--- src/hdl/tls_pkg.sv ---
// Package for the traffic light sequencer: command and phase codes, lamp
// encoding, register defaults and the payload and register structs.
// No dependencies; every module of the block imports it.
`timescale 1ns / 1ps

package tls_pkg;

  // Command codes of the input mode field
  typedef enum logic [3:0] {
    MODE_TICK       = 4'd0,
    MODE_OFF        = 4'd1,
    MODE_RED        = 4'd2,
    MODE_GREEN      = 4'd3,
    MODE_TO_GREEN   = 4'd4,
    MODE_TOGGLE     = 4'd5,
    MODE_FAULT      = 4'd6,
    MODE_LAMP_TEST  = 4'd7,
    MODE_RED_FLASH  = 4'd8,
    MODE_FAST_AMBER = 4'd9
  } mode_t;

  typedef enum logic [1:0] {
    PH_RED   = 2'd0,
    PH_AMBER = 2'd1,
    PH_GREEN = 2'd2,
    PH_FAULT = 2'd3
  } phase_t;

  // Configuration register indexes
  localparam int CFG_IDX_W  = 3;
  localparam int CFG_DATA_W = 16;
  localparam int TEST_STEP_W = 15;

  typedef enum logic [CFG_IDX_W-1:0] {
    CFG_AMBER_TRANSITION = 3'd0,
    CFG_FAULT_BLINK      = 3'd1,
    CFG_FLASH_ON         = 3'd2,
    CFG_FLASH_OFF        = 3'd3,
    CFG_FAST_AMBER       = 3'd4,
    CFG_LAMP_TEST_STEP   = 3'd5
  } cfg_idx_t;

  localparam logic [15:0] RST_AMBER_TRANSITION = 16'd4000;
  localparam logic [15:0] RST_FAULT_BLINK      = 16'd500;
  localparam logic [15:0] RST_FLASH_ON         = 16'd400;
  localparam logic [15:0] RST_FLASH_OFF        = 16'd400;
  localparam logic [15:0] RST_FAST_AMBER       = 16'd150;
  localparam logic [TEST_STEP_W-1:0] RST_LAMP_TEST_STEP = 15'd2000;
  localparam logic [TEST_STEP_W-1:0] TEST_STEP_MAX      = 15'd21845;

  // Lamp vector: bit 0 red, bit 1 amber, bit 2 green
  typedef logic [2:0] lamp_t;
  localparam lamp_t LAMP_OFF   = 3'b000;
  localparam lamp_t LAMP_RED   = 3'b001;
  localparam lamp_t LAMP_AMBER = 3'b010;
  localparam lamp_t LAMP_GREEN = 3'b100;

  typedef struct packed {
    logic [15:0]            amber_transition_ms;
    logic [15:0]            fault_blink_ms;
    logic [15:0]            flash_on_ms;
    logic [15:0]            flash_off_ms;
    logic [15:0]            fast_amber_period_ms;
    logic [TEST_STEP_W-1:0] lamp_test_step_ms;
  } cfg_t;

  typedef struct packed {
    logic [3:0]  mode;
    logic [7:0]  flash_count;
    logic [15:0] amber_duration;
  } in_item_t;

  typedef struct packed {
    logic       red_on;
    logic       amber_on;
    logic       green_on;
    logic       barrier_up;
    logic [1:0] light_phase;
    logic       phase_stable;
    logic       signal_busy;
    logic       lamp_test_busy;
  } out_item_t;

  // Red-wins interlock: green is dropped whenever red is requested
  function automatic lamp_t red_wins(lamp_t l);
    red_wins = {l[2] & ~l[0], l[1], l[0]};
  endfunction

  // Barrier opens with green lit or in fault
  function automatic logic barrier_of(lamp_t l, phase_t p);
    barrier_of = l[2] || (p == PH_FAULT);
  endfunction

endpackage

--- src/hdl/tls_in_if.sv ---
// Input channel interface of the traffic light sequencer: valid/ready
// handshake plus the command payload. Standalone, no package needed.
`timescale 1ns / 1ps

interface tls_in_if;
  logic        valid;
  logic        ready;
  logic [3:0]  mode;
  logic [7:0]  flash_count;
  logic [15:0] amber_duration;

  modport source (output valid, output mode, output flash_count,
                  output amber_duration, input ready);
  modport sink   (input valid, input mode, input flash_count,
                  input amber_duration, output ready);
endinterface

--- src/hdl/tls_out_if.sv ---
// Result channel interface of the traffic light sequencer: valid/ready
// handshake plus lamp, barrier and status fields. Standalone.
`timescale 1ns / 1ps

interface tls_out_if;
  logic       valid;
  logic       ready;
  logic       red_on;
  logic       amber_on;
  logic       green_on;
  logic       barrier_up;
  logic [1:0] light_phase;
  logic       phase_stable;
  logic       signal_busy;
  logic       lamp_test_busy;

  modport source (output valid, output red_on, output amber_on, output green_on,
                  output barrier_up, output light_phase, output phase_stable,
                  output signal_busy, output lamp_test_busy, input ready);
  modport sink   (input valid, input red_on, input amber_on, input green_on,
                  input barrier_up, input light_phase, input phase_stable,
                  input signal_busy, input lamp_test_busy, output ready);
endinterface

--- src/hdl/traffic_light_sequencer.sv ---
// Top level of the two-approach work-zone traffic light sequencer.
// Depends on tls_pkg, tls_in_if, tls_out_if, tls_cfg, tls_in_reg, tls_core, tls_out_reg.
//
// Usage:
//   in_ch  - one transaction per command or 1 ms tick (mode, flash_count,
//            amber_duration), valid/ready handshake.
//   out_ch - exactly one transaction per input transaction: lamp states after
//            the red-wins interlock, barrier command, phase and busy flags.
//   cfg_*  - write-only register port (cfg_we, cfg_idx, cfg_wdata); write only
//            while no transaction is in flight. Indexes past the list are ignored.
// Path: the input register loads at the accepting edge and the result
//   register when the transaction advances into it, so a result is offered
//   once it has passed through both registers.
// Throughput: one transaction per cycle while out_ch.ready stays high; the
//   whole update for a transaction is one pass of next-state logic between the input and result registers.
// Reset (rst_n low, synchronous): phase red, lamps off, barrier closed, all
//   timers and signal/test state cleared, registers back to their defaults;
//   both channels come up empty.
// Stall: when out_ch.ready is low the result register holds; the input
//   register still takes one more transaction, then in_ch.ready drops until
//   the result drains. Nothing is lost or repeated.
`timescale 1ns / 1ps

module traffic_light_sequencer #(
  parameter int TIMER_BITS = 16  // elapsed-tick counter width, 12..32
) (
  input  logic                           clk,
  input  logic                           rst_n,
  tls_in_if.sink                         in_ch,
  tls_out_if.source                      out_ch,
  input  logic                           cfg_we,
  input  logic [tls_pkg::CFG_IDX_W-1:0]  cfg_idx,
  input  logic [tls_pkg::CFG_DATA_W-1:0] cfg_wdata
);
  import tls_pkg::*;

  cfg_t      cfg;
  in_item_t  item;
  out_item_t result;
  logic      item_valid;
  logic      can_load;
  logic      adv;

  // Held transaction moves into the result register when that one is free
  // or being taken this cycle; the sequencer state updates on the same edge.
  assign adv = item_valid && can_load;

  tls_cfg u_cfg (
    .clk       (clk),
    .rst_n     (rst_n),
    .cfg_we    (cfg_we),
    .cfg_idx   (cfg_idx),
    .cfg_wdata (cfg_wdata),
    .cfg       (cfg)
  );

  tls_in_reg u_in_reg (
    .clk   (clk),
    .rst_n (rst_n),
    .in_ch (in_ch),
    .adv   (adv),
    .valid (item_valid),
    .item  (item)
  );

  tls_core #(
    .TIMER_BITS (TIMER_BITS)
  ) u_core (
    .clk    (clk),
    .rst_n  (rst_n),
    .fire   (adv),
    .item   (item),
    .cfg    (cfg),
    .result (result)
  );

  tls_out_reg u_out_reg (
    .clk      (clk),
    .rst_n    (rst_n),
    .load     (adv),
    .result   (result),
    .can_load (can_load),
    .out_ch   (out_ch)
  );

endmodule

--- src/hdl/tls_cfg.sv ---
// Configuration register file of the traffic light sequencer.
// Depends on tls_pkg (register indexes, reset values, cfg_t).
`timescale 1ns / 1ps

module tls_cfg (
  input  logic                           clk,
  input  logic                           rst_n,
  input  logic                           cfg_we,
  input  logic [tls_pkg::CFG_IDX_W-1:0]  cfg_idx,
  input  logic [tls_pkg::CFG_DATA_W-1:0] cfg_wdata,
  output tls_pkg::cfg_t                  cfg
);
  import tls_pkg::*;

  cfg_t cfg_r, cfg_nxt;

  always_comb begin
    cfg_nxt = cfg_r;
    if (cfg_we) begin
      unique case (cfg_idx)
        CFG_AMBER_TRANSITION: cfg_nxt.amber_transition_ms  = cfg_wdata;
        CFG_FAULT_BLINK:      cfg_nxt.fault_blink_ms       = cfg_wdata;
        CFG_FLASH_ON:         cfg_nxt.flash_on_ms          = cfg_wdata;
        CFG_FLASH_OFF:        cfg_nxt.flash_off_ms         = cfg_wdata;
        CFG_FAST_AMBER:       cfg_nxt.fast_amber_period_ms = cfg_wdata;
        CFG_LAMP_TEST_STEP:   cfg_nxt.lamp_test_step_ms    = cfg_wdata[TEST_STEP_W-1:0];
        default: ;  // writes past the register list are dropped
      endcase
    end
  end

  always_ff @(posedge clk) begin
    if (!rst_n) begin
      cfg_r.amber_transition_ms  <= RST_AMBER_TRANSITION;
      cfg_r.fault_blink_ms       <= RST_FAULT_BLINK;
      cfg_r.flash_on_ms          <= RST_FLASH_ON;
      cfg_r.flash_off_ms         <= RST_FLASH_OFF;
      cfg_r.fast_amber_period_ms <= RST_FAST_AMBER;
      cfg_r.lamp_test_step_ms    <= RST_LAMP_TEST_STEP;
    end else begin
      cfg_r <= cfg_nxt;
    end
  end

  assign cfg = cfg_r;

endmodule

--- src/hdl/tls_in_reg.sv ---
// Input register stage of the traffic light sequencer.
// Depends on tls_pkg (in_item_t) and tls_in_if.
`timescale 1ns / 1ps

module tls_in_reg (
  input  logic              clk,
  input  logic              rst_n,
  tls_in_if.sink            in_ch,
  input  logic              adv,    // held item moves to the result stage
  output logic              valid,
  output tls_pkg::in_item_t item
);
  import tls_pkg::*;

  logic     valid_r, valid_nxt;
  in_item_t item_r;
  logic     take;

  assign in_ch.ready = !valid_r || adv;
  assign take        = in_ch.valid && in_ch.ready;

  always_comb begin
    valid_nxt = valid_r;
    if (take)     valid_nxt = 1'b1;
    else if (adv) valid_nxt = 1'b0;
  end

  always_ff @(posedge clk) begin
    if (!rst_n) begin
      valid_r <= 1'b0;
    end else begin
      valid_r <= valid_nxt;
    end
  end

  always_ff @(posedge clk) begin
    if (take) begin
      item_r <= '{mode: in_ch.mode, flash_count: in_ch.flash_count,
                  amber_duration: in_ch.amber_duration};
    end
  end

  assign valid = valid_r;
  assign item  = item_r;

endmodule

--- src/hdl/tls_core.sv ---
// Sequencer state and its single-pass next-state logic for one transaction.
// Depends on tls_pkg (codes, lamp helpers, cfg_t, in_item_t, out_item_t).
`timescale 1ns / 1ps

module tls_core #(
  parameter int TIMER_BITS = 16
) (
  input  logic               clk,
  input  logic               rst_n,
  input  logic               fire,
  input  tls_pkg::in_item_t  item,
  input  tls_pkg::cfg_t      cfg,
  output tls_pkg::out_item_t result
);
  import tls_pkg::*;

  // compare width covers both the timers and 16-bit / tripled test steps
  localparam int CMP_W = (TIMER_BITS > 17) ? TIMER_BITS : 17;

  typedef logic [TIMER_BITS-1:0] timer_t;

  phase_t      phase_r, phase_nxt;
  timer_t      phase_tmr_r, phase_tmr_nxt;
  lamp_t       lamp_r, lamp_nxt;
  logic        barrier_r, barrier_nxt;
  lamp_t       saved_r, saved_nxt;
  logic        sig_on_r, sig_on_nxt;
  logic        sig_amber_r, sig_amber_nxt;
  logic        sig_lit_r, sig_lit_nxt;
  logic [7:0]  flashes_r, flashes_nxt;
  timer_t      step_tmr_r, step_tmr_nxt;
  timer_t      total_tmr_r, total_tmr_nxt;
  logic [15:0] sig_len_r, sig_len_nxt;
  logic        fault_amber_r, fault_amber_nxt;
  logic        test_on_r, test_on_nxt;
  timer_t      test_tmr_r, test_tmr_nxt;

  logic [TEST_STEP_W-1:0] test_step;
  logic [CMP_W-1:0]       step1_c, step2_c, step3_c;

  function automatic timer_t sat_inc(timer_t t);
    sat_inc = (t == '1) ? t : t + 1'b1;
  endfunction

  function automatic logic ge16(timer_t t, logic [15:0] c);
    ge16 = CMP_W'(t) >= CMP_W'(c);
  endfunction

  // lamp test boundaries: step, 2*step, 3*step
  assign test_step = (cfg.lamp_test_step_ms > TEST_STEP_MAX) ? TEST_STEP_MAX
                                                             : cfg.lamp_test_step_ms;
  assign step1_c = CMP_W'(test_step);
  assign step2_c = step1_c << 1;
  assign step3_c = step2_c + step1_c;

  always_comb begin
    phase_nxt       = phase_r;
    phase_tmr_nxt   = phase_tmr_r;
    lamp_nxt        = lamp_r;
    barrier_nxt     = barrier_r;
    saved_nxt       = saved_r;
    sig_on_nxt      = sig_on_r;
    sig_amber_nxt   = sig_amber_r;
    sig_lit_nxt     = sig_lit_r;
    flashes_nxt     = flashes_r;
    step_tmr_nxt    = step_tmr_r;
    total_tmr_nxt   = total_tmr_r;
    sig_len_nxt     = sig_len_r;
    fault_amber_nxt = fault_amber_r;
    test_on_nxt     = test_on_r;
    test_tmr_nxt    = test_tmr_r;

    if (fire) begin
      unique case (item.mode)
        MODE_TICK: begin
          phase_tmr_nxt = sat_inc(phase_tmr_r);
          step_tmr_nxt  = sat_inc(step_tmr_r);
          total_tmr_nxt = sat_inc(total_tmr_r);
          test_tmr_nxt  = sat_inc(test_tmr_r);
          if (test_on_r) begin
            // lamp test owns the lamps; the signal and phase steps wait, the timers still count
            if (CMP_W'(test_tmr_nxt) < step1_c) begin
              lamp_nxt = LAMP_RED;
            end else if (CMP_W'(test_tmr_nxt) < step2_c) begin
              lamp_nxt = LAMP_AMBER;
            end else if (CMP_W'(test_tmr_nxt) < step3_c) begin
              lamp_nxt = LAMP_GREEN;
            end else begin
              test_on_nxt = 1'b0;
              saved_nxt   = red_wins(LAMP_RED);
              if (!sig_on_nxt) lamp_nxt = saved_nxt;
            end
            // lamp writes recompute the barrier; a request stored under a
            // running signal leaves it as it was
            if (test_on_nxt || !sig_on_nxt) begin
              barrier_nxt = barrier_of(lamp_nxt, phase_nxt);
            end
          end else begin
            if (sig_on_r) begin
              if (sig_amber_r) begin
                if (ge16(step_tmr_nxt, cfg.fast_amber_period_ms)) begin
                  step_tmr_nxt = '0;
                  sig_lit_nxt  = !sig_lit_r;
                  lamp_nxt     = sig_lit_nxt ? LAMP_AMBER : LAMP_OFF;
                  barrier_nxt  = barrier_of(lamp_nxt, phase_nxt);
                end
                if (ge16(total_tmr_nxt, sig_len_r)) begin
                  sig_on_nxt    = 1'b0;
                  flashes_nxt   = '0;
                  sig_amber_nxt = 1'b0;
                  lamp_nxt      = saved_nxt;
                  barrier_nxt   = barrier_of(lamp_nxt, phase_nxt);
                end
              end else if (sig_lit_r) begin
                if (ge16(step_tmr_nxt, cfg.flash_on_ms)) begin
                  sig_lit_nxt  = 1'b0;
                  lamp_nxt     = LAMP_OFF;
                  barrier_nxt  = barrier_of(lamp_nxt, phase_nxt);
                  step_tmr_nxt = '0;
                  if (flashes_r != '0) flashes_nxt = flashes_r - 1'b1;
                  if (flashes_nxt == '0) begin
                    sig_on_nxt    = 1'b0;
                    sig_amber_nxt = 1'b0;
                    lamp_nxt      = saved_nxt;
                    barrier_nxt   = barrier_of(lamp_nxt, phase_nxt);
                  end
                end
              end else if (ge16(step_tmr_nxt, cfg.flash_off_ms)) begin
                sig_lit_nxt  = 1'b1;
                lamp_nxt     = LAMP_RED;
                barrier_nxt  = barrier_of(lamp_nxt, phase_nxt);
                step_tmr_nxt = '0;
              end
            end
            // phase timing after the signal step
            if (phase_r == PH_AMBER && ge16(phase_tmr_nxt, cfg.amber_transition_ms)) begin
              phase_nxt = PH_GREEN;
              saved_nxt = red_wins(LAMP_GREEN);
              if (!sig_on_nxt) begin
                lamp_nxt    = saved_nxt;
                barrier_nxt = barrier_of(lamp_nxt, phase_nxt);
              end
            end else if (phase_r == PH_FAULT && ge16(phase_tmr_nxt, cfg.fault_blink_ms)) begin
              phase_tmr_nxt   = '0;
              fault_amber_nxt = !fault_amber_r;
              saved_nxt       = red_wins(fault_amber_nxt ? LAMP_AMBER : LAMP_OFF);
              if (!sig_on_nxt) begin
                lamp_nxt    = saved_nxt;
                barrier_nxt = barrier_of(lamp_nxt, phase_nxt);
              end
            end
          end
        end
        MODE_OFF, MODE_RED, MODE_GREEN: begin
          phase_nxt = (item.mode == MODE_GREEN) ? PH_GREEN : PH_RED;
          saved_nxt = red_wins((item.mode == MODE_RED)   ? LAMP_RED :
                               (item.mode == MODE_GREEN) ? LAMP_GREEN : LAMP_OFF);
          if (!sig_on_r) begin
            lamp_nxt    = saved_nxt;
            barrier_nxt = barrier_of(lamp_nxt, phase_nxt);
          end
        end
        MODE_TO_GREEN, MODE_TOGGLE: begin
          if (item.mode == MODE_TO_GREEN || phase_r == PH_RED || phase_r == PH_FAULT) begin
            phase_nxt     = PH_AMBER;
            phase_tmr_nxt = '0;
            saved_nxt     = red_wins(LAMP_AMBER);
            if (!sig_on_r) begin
              lamp_nxt    = saved_nxt;
              barrier_nxt = barrier_of(lamp_nxt, phase_nxt);
            end
          end else if (phase_r == PH_GREEN) begin
            phase_nxt = PH_RED;
            saved_nxt = red_wins(LAMP_RED);
            if (!sig_on_r) begin
              lamp_nxt    = saved_nxt;
              barrier_nxt = barrier_of(lamp_nxt, phase_nxt);
            end
          end
        end
        MODE_FAULT: begin
          phase_nxt     = PH_FAULT;
          phase_tmr_nxt = '0;
          saved_nxt     = red_wins(LAMP_OFF);
          if (!sig_on_r) begin
            lamp_nxt    = saved_nxt;
            barrier_nxt = barrier_of(lamp_nxt, phase_nxt);
          end
        end
        MODE_LAMP_TEST: begin
          test_on_nxt  = 1'b1;
          test_tmr_nxt = '0;
        end
        MODE_RED_FLASH: begin
          if (item.flash_count != '0) begin
            sig_on_nxt    = 1'b1;
            sig_amber_nxt = 1'b0;
            flashes_nxt   = item.flash_count;
            sig_lit_nxt   = 1'b0;
            step_tmr_nxt  = '0;
            total_tmr_nxt = '0;
            lamp_nxt      = LAMP_OFF;
            barrier_nxt   = barrier_of(lamp_nxt, phase_r);
          end
        end
        MODE_FAST_AMBER: begin
          sig_on_nxt    = 1'b1;
          sig_amber_nxt = 1'b1;
          flashes_nxt   = '0;
          sig_lit_nxt   = 1'b1;
          step_tmr_nxt  = '0;
          total_tmr_nxt = '0;
          sig_len_nxt   = item.amber_duration;
          lamp_nxt      = LAMP_AMBER;
          barrier_nxt   = barrier_of(lamp_nxt, phase_r);
        end
        default: ;  // unused codes change nothing
      endcase
    end
  end

  always_ff @(posedge clk) begin
    if (!rst_n) begin
      phase_r       <= PH_RED;
      phase_tmr_r   <= '0;
      lamp_r        <= LAMP_OFF;
      barrier_r     <= 1'b0;
      saved_r       <= LAMP_OFF;
      sig_on_r      <= 1'b0;
      sig_amber_r   <= 1'b0;
      sig_lit_r     <= 1'b0;
      flashes_r     <= '0;
      step_tmr_r    <= '0;
      total_tmr_r   <= '0;
      sig_len_r     <= '0;
      fault_amber_r <= 1'b0;
      test_on_r     <= 1'b0;
      test_tmr_r    <= '0;
    end else begin
      phase_r       <= phase_nxt;
      phase_tmr_r   <= phase_tmr_nxt;
      lamp_r        <= lamp_nxt;
      barrier_r     <= barrier_nxt;
      saved_r       <= saved_nxt;
      sig_on_r      <= sig_on_nxt;
      sig_amber_r   <= sig_amber_nxt;
      sig_lit_r     <= sig_lit_nxt;
      flashes_r     <= flashes_nxt;
      step_tmr_r    <= step_tmr_nxt;
      total_tmr_r   <= total_tmr_nxt;
      sig_len_r     <= sig_len_nxt;
      fault_amber_r <= fault_amber_nxt;
      test_on_r     <= test_on_nxt;
      test_tmr_r    <= test_tmr_nxt;
    end
  end

  // result reflects the state after this transaction
  assign result = '{red_on:         lamp_nxt[0],
                    amber_on:       lamp_nxt[1],
                    green_on:       lamp_nxt[2],
                    barrier_up:     barrier_nxt,
                    light_phase:    phase_nxt,
                    phase_stable:   phase_nxt != PH_AMBER,
                    signal_busy:    sig_on_nxt,
                    lamp_test_busy: test_on_nxt};

`ifndef NO_ASSERTIONS
  a_no_red_green: assert property (@(posedge clk) disable iff (!rst_n)
    !(lamp_r[0] && lamp_r[2]))
    else $error("red and green lit together");

  a_idle_sig_no_flashes: assert property (@(posedge clk) disable iff (!rst_n)
    !sig_on_r |-> (flashes_r == '0 && !sig_amber_r))
    else $error("signal state left over after signal end");

  a_hold_when_idle: assert property (@(posedge clk) disable iff (!rst_n)
    !fire |=> ($stable(phase_r) && $stable(lamp_r) && $stable(phase_tmr_r)))
    else $error("state changed without a transaction");

  a_saved_interlocked: assert property (@(posedge clk) disable iff (!rst_n)
    !(saved_r[0] && saved_r[2]))
    else $error("stored lamps violate red-wins interlock");
`endif

endmodule

--- src/hdl/tls_out_reg.sv ---
// Result register of the traffic light sequencer; drives the result channel.
// Depends on tls_pkg (out_item_t) and tls_out_if.
`timescale 1ns / 1ps

module tls_out_reg (
  input  logic               clk,
  input  logic               rst_n,
  input  logic               load,
  input  tls_pkg::out_item_t result,
  output logic               can_load,
  tls_out_if.source          out_ch
);
  import tls_pkg::*;

  logic      valid_r, valid_nxt;
  out_item_t data_r;

  assign can_load = !valid_r || out_ch.ready;

  always_comb begin
    valid_nxt = valid_r;
    if (load)              valid_nxt = 1'b1;
    else if (out_ch.ready) valid_nxt = 1'b0;
  end

  always_ff @(posedge clk) begin
    if (!rst_n) begin
      valid_r <= 1'b0;
    end else begin
      valid_r <= valid_nxt;
    end
  end

  always_ff @(posedge clk) begin
    if (load) begin
      data_r <= result;
    end
  end

  assign out_ch.valid          = valid_r;
  assign out_ch.red_on         = data_r.red_on;
  assign out_ch.amber_on       = data_r.amber_on;
  assign out_ch.green_on       = data_r.green_on;
  assign out_ch.barrier_up     = data_r.barrier_up;
  assign out_ch.light_phase    = data_r.light_phase;
  assign out_ch.phase_stable   = data_r.phase_stable;
  assign out_ch.signal_busy    = data_r.signal_busy;
  assign out_ch.lamp_test_busy = data_r.lamp_test_busy;

endmodule
--- src/flat_wrapper.sv ---
// flat-port wrapper written by rule: the top's interface ports become plain ports
module traffic_light_sequencer_flat import tls_pkg::*;
#(
  parameter int TIMER_BITS = 16                                       
)
  (clk, rst_n, cfg_we, cfg_idx, cfg_wdata, in_ch_valid, in_ch_mode, in_ch_flash_count, in_ch_amber_duration, in_ch_ready, out_ch_valid, out_ch_red_on, out_ch_amber_on, out_ch_green_on, out_ch_barrier_up, out_ch_light_phase, out_ch_phase_stable, out_ch_signal_busy, out_ch_lamp_test_busy, out_ch_ready);
  tls_in_if in_ch_i ();
  tls_out_if out_ch_i ();
  input  logic clk;
  input  logic rst_n;
  input  logic cfg_we;
  input  logic [tls_pkg::CFG_IDX_W-1:0] cfg_idx;
  input  logic [tls_pkg::CFG_DATA_W-1:0] cfg_wdata;
  input wire logic [$bits(in_ch_i.valid)-1:0] in_ch_valid;
  input wire logic [$bits(in_ch_i.mode)-1:0] in_ch_mode;
  input wire logic [$bits(in_ch_i.flash_count)-1:0] in_ch_flash_count;
  input wire logic [$bits(in_ch_i.amber_duration)-1:0] in_ch_amber_duration;
  output wire logic [$bits(in_ch_i.ready)-1:0] in_ch_ready;
  output wire logic [$bits(out_ch_i.valid)-1:0] out_ch_valid;
  output wire logic [$bits(out_ch_i.red_on)-1:0] out_ch_red_on;
  output wire logic [$bits(out_ch_i.amber_on)-1:0] out_ch_amber_on;
  output wire logic [$bits(out_ch_i.green_on)-1:0] out_ch_green_on;
  output wire logic [$bits(out_ch_i.barrier_up)-1:0] out_ch_barrier_up;
  output wire logic [$bits(out_ch_i.light_phase)-1:0] out_ch_light_phase;
  output wire logic [$bits(out_ch_i.phase_stable)-1:0] out_ch_phase_stable;
  output wire logic [$bits(out_ch_i.signal_busy)-1:0] out_ch_signal_busy;
  output wire logic [$bits(out_ch_i.lamp_test_busy)-1:0] out_ch_lamp_test_busy;
  input wire logic [$bits(out_ch_i.ready)-1:0] out_ch_ready;
  assign in_ch_i.valid = in_ch_valid;
  assign in_ch_i.mode = in_ch_mode;
  assign in_ch_i.flash_count = in_ch_flash_count;
  assign in_ch_i.amber_duration = in_ch_amber_duration;
  assign in_ch_ready = in_ch_i.ready;
  assign out_ch_valid = out_ch_i.valid;
  assign out_ch_red_on = out_ch_i.red_on;
  assign out_ch_amber_on = out_ch_i.amber_on;
  assign out_ch_green_on = out_ch_i.green_on;
  assign out_ch_barrier_up = out_ch_i.barrier_up;
  assign out_ch_light_phase = out_ch_i.light_phase;
  assign out_ch_phase_stable = out_ch_i.phase_stable;
  assign out_ch_signal_busy = out_ch_i.signal_busy;
  assign out_ch_lamp_test_busy = out_ch_i.lamp_test_busy;
  assign out_ch_i.ready = out_ch_ready;
  traffic_light_sequencer #(.TIMER_BITS(TIMER_BITS)) u_core (.clk(clk), .rst_n(rst_n), .in_ch(in_ch_i), .out_ch(out_ch_i), .cfg_we(cfg_we), .cfg_idx(cfg_idx), .cfg_wdata(cfg_wdata));
endmodule
--- config.mk ---
export PLATFORM = sky130hd
export DESIGN_NAME = traffic_light_sequencer_flat
export DESIGN_NICKNAME = d
export VERILOG_FILES = /design/src/hdl/tls_pkg.sv /design/src/hdl/tls_in_if.sv /design/src/hdl/tls_out_if.sv /design/src/hdl/traffic_light_sequencer.sv /design/src/hdl/tls_cfg.sv /design/src/hdl/tls_in_reg.sv /design/src/hdl/tls_core.sv /design/src/hdl/tls_out_reg.sv /design/src/flat_wrapper.sv
export SDC_FILE = /design/constraint.sdc
export NUM_CORES = 1
export LEC_CHECK = 0
export BUFFER_PORTS_ARGS = -buffer_cell sky130_fd_sc_hd__buf_2
export CORE_MARGIN = 3
export CORE_UTILIZATION = 60
export CTS_BUF_LIST = sky130_fd_sc_hd__clkbuf_8
export DETAILED_ROUTE_END_ITERATION = 7
export PLACE_DENSITY = 0.8
export SYNTH_ARGS = -nofsm -noshare
export SYNTH_HDL_FRONTEND = slang
export SYNTH_SLANG_ARGS = --single-unit
--- constraint.sdc ---
create_clock -name clk -period 10.6 [get_ports clk]
set_clock_uncertainty 0.1 [all_clocks]
set_input_delay 2.12 -clock clk [delete_from_list [all_inputs] [get_ports clk]]
set_output_delay 2.12 -clock clk [all_outputs]
set_load 0.05 [all_outputs]
==> results.toml <==
[logic_synthesis]
synth-seq-cells = 236
synth_cell_types = 80
synth_cells = 1923
synth-edff-count = 37
syn-cell-area_um2 = 15150
yosysSeqAreaShare_pct = 33.64
yosysWarnings = 0
syn_area_per_cell_um2 = 7.876
synth_fp_nets = 2136
synth_ff_type = "dfxtp_1"
ys_async_sr_fraction_pct = 0

[route]
firstDrtPassIters = 6
dr_wl_met3_um = 2389
wl_met2_um = 18640
postRouteAntennaNets = 0
wl_met1_um = 16730
detail_route.wl_per_cell_um = 16.74
detail_route.iter0.violations = 1233
detail_route.drc_violations = 0
via_count = 14006
via_per_inst = 6.037
drt-total-wl_um = 38840
highest_layer = "met4"

[die]
num_io_pins = 63
fp-row-count = 57
die_height_um = 164.9
die_x_um = 164.9
core_area_um2 = 24530
die_area_um2 = 27190
start_util_pct = 61.74

[sta]
fin_tns_setup_ns = 0
rsz0062_at_grt = "false"
setup_viol = 0
hold_ws_ns = 0.3537
drv_slew = 0
min_period_over_period_pct = 59.49
hold_viol = 0
worstMarginPinSlew_ns = 1.310
relSlewSlack_pct = 12.07
fmax_mhz = 158.6
finalCriticalPeriod_ns = 6.306

[critical_path]
critPathKind = "reg2reg"
path_delay_family = "compound AO/OA/AOI/OAI gates"
cp_data_required_time_ns = 10.98
critPathBufInv = 2
cp_max_fo = 13
cp_slowest_cell = "a2111o_1"
worst_path_largest_cell_delay_ns = 0.47
arrival_ns = 6.68
startpoint_type = "register"
endpoint_kind = "register"

[global_routing]
grt_usage_pct = 28.48
grt_pass1_wl_um = 63880
antenna_found_initial = 0
grt_pass1_vias = 13401
grt_max_degree = 103
gr-total-overflow = 0

[run]
drv_cap = 0

[placement]
port_buffers = 62
gp_congestion = 0.9651
hpwl_um = 28260
dp_cells = 2242

[cts]
cts_tree = "built"
holdBufCountCts = 0
cts_buffers = 42
root_buffer = "clkbuf_8"
cts_buffer_depth = 3
post_cts_resized = 0
clk_pin_slew_ns = 0.06
cts_setup_buffers = 0
clkLatencyLatePin_ns = 0.55
clock_sinks = 236
ctsHtreeMaxLevel = 2

[final_layout]
antenna_cells = 0
final_cell_mix = "nand2_1, a21oi_1, dfxtp_1"
syn2layout_area_growth_pct = 9.129
layout-drive-gt1-share_pct = 8.267
nets = 2176
final_cells = 2320
final_common_cell = "nand2_1"

[outcome]
outcome = "completed"

[power_and_ir_drop]
pwr_density_cell_nw_per_um2 = 117.4
ir_worst_vdd_uv = 115.5
p_leak_nw = 6.858

[hold_path]
worstHoldPathType = "reg2reg"
## final timing paths
path                                                         from                                    end  slack [ns]  cells past startpoint
worst max-delay path             u_core.u_cfg.cfg[4]$_SDFFE_PN1P_  u_core.u_core.saved_r[1]$_SDFFE_PN0P_        4.29                     31
worst min register to register  u_core.u_cfg.cfg[32]$_SDFFE_PN0P_      u_core.u_cfg.cfg[32]$_SDFFE_PN0P_        0.35                      2
worst min-delay path            u_core.u_cfg.cfg[32]$_SDFFE_PN0P_      u_core.u_cfg.cfg[32]$_SDFFE_PN0P_        0.35                      2
worst max register to register   u_core.u_cfg.cfg[4]$_SDFFE_PN1P_  u_core.u_core.saved_r[1]$_SDFFE_PN0P_        4.29                     31
## sequential cells by signal (all words and copies together) (netlist names), 2 cells and up
signal / count
u_core.u_cfg.cfg: 95
u_core.u_core.flashes_r: 8
u_core.u_core.lamp_r: 3
u_core.u_core.phase_r: 2
u_core.u_core.phase_tmr_r: 16
u_core.u_core.saved_r: 3
u_core.u_core.sig_len_r: 16
u_core.u_core.step_tmr_r: 16
u_core.u_core.test_tmr_r: 16
u_core.u_core.total_tmr_r: 16
u_core.u_in_reg.item: 28
u_core.u_out_reg.out_ch.light_phase: 2
## per-layer routing
layer	up-vias	track usage, %
met1	6566	36.92
li1	6875	-
met5	-	0
met2	472	48.33
met3	93	4.314
met4	0	10.06
## power breakdown
part	total, mW	switching, mW	internal, mW
registers	0.945	0.0151	0.930
clock network	0.839	0.384	0.455
logic	0.156	0.102	0.0533
total	1.94	0.502	1.44
## through the flow
step           cell area, um^2  total power, mW  setup WS [ns]  utilization (%)
6_report                 16530            1.940          4.294            67.37
5_1_grt                  16530            2.011          3.488            67.37
4_1_cts                  16500            1.946          4.339            67.26
3_5_place_dp             15670            1.116          4.350            63.85
3_3_place_gp             15670            1.111          4.481            63.85
2_1_floorplan            15150            1.065          4.986                -
## final cells by class
cell class	instances	area, um^2
clock buffer	50	688.2
clock inverter	27	147.6
fill	2076	8005
inverter	141	531.8
multi-input combinational	1469	9248
sequential	236	5095
tap	324	405.4
timing repair buffer	73	412.9
## Yosys cell counts (35+ instances only)
cell | n | area (um^2)
nor3_1 | 36 | 180.2
ha_1 | 160 | 2002
nand3_1 | 62 | 310.3
clkbuf_1 | 73 | 274.0
xnor2_1 | 35 | 306.5
a21oi_1 | 200 | 1001
edfxtp_1 | 37 | 1111
a21o_1 | 37 | 277.8
inv_1 | 138 | 518.0
a22oi_1 | 47 | 352.8
dfxtp_1 | 199 | 3984
nand2_1 | 317 | 1190
o21ai_0 | 87 | 435.4
nor2_1 | 146 | 548.0
## worst register-to-register path: cells and delay by family, from the launching register on
kind,cells,cell delay [ns]
AO/OA/AOI/OAI,12,2.56
AND/OR/NAND/NOR,13,1.93
adder cells (fa/ha/maj),3,0.88
flip-flops,1,0.38
multiplexers,1,0.23
buffers and inverters,2,0.19
## kinds of logic (layout without fill, tap and decap cells)
kind of cell	count (synthesis)	in the layout	share of synthesized area, %
AND/OR/NAND/NOR	728	728	22.10
AO/OA/AOI/OAI	507	507	21.09
flip-flops	236	236	33.64
buffers and inverters	218	291	5.411
adder cells (fa/ha/maj)	161	161	13.35
XOR/XNOR	60	60	3.470
multiplexers	13	13	0.9417
Note: power is estimated with default switching activity, not from simulation.
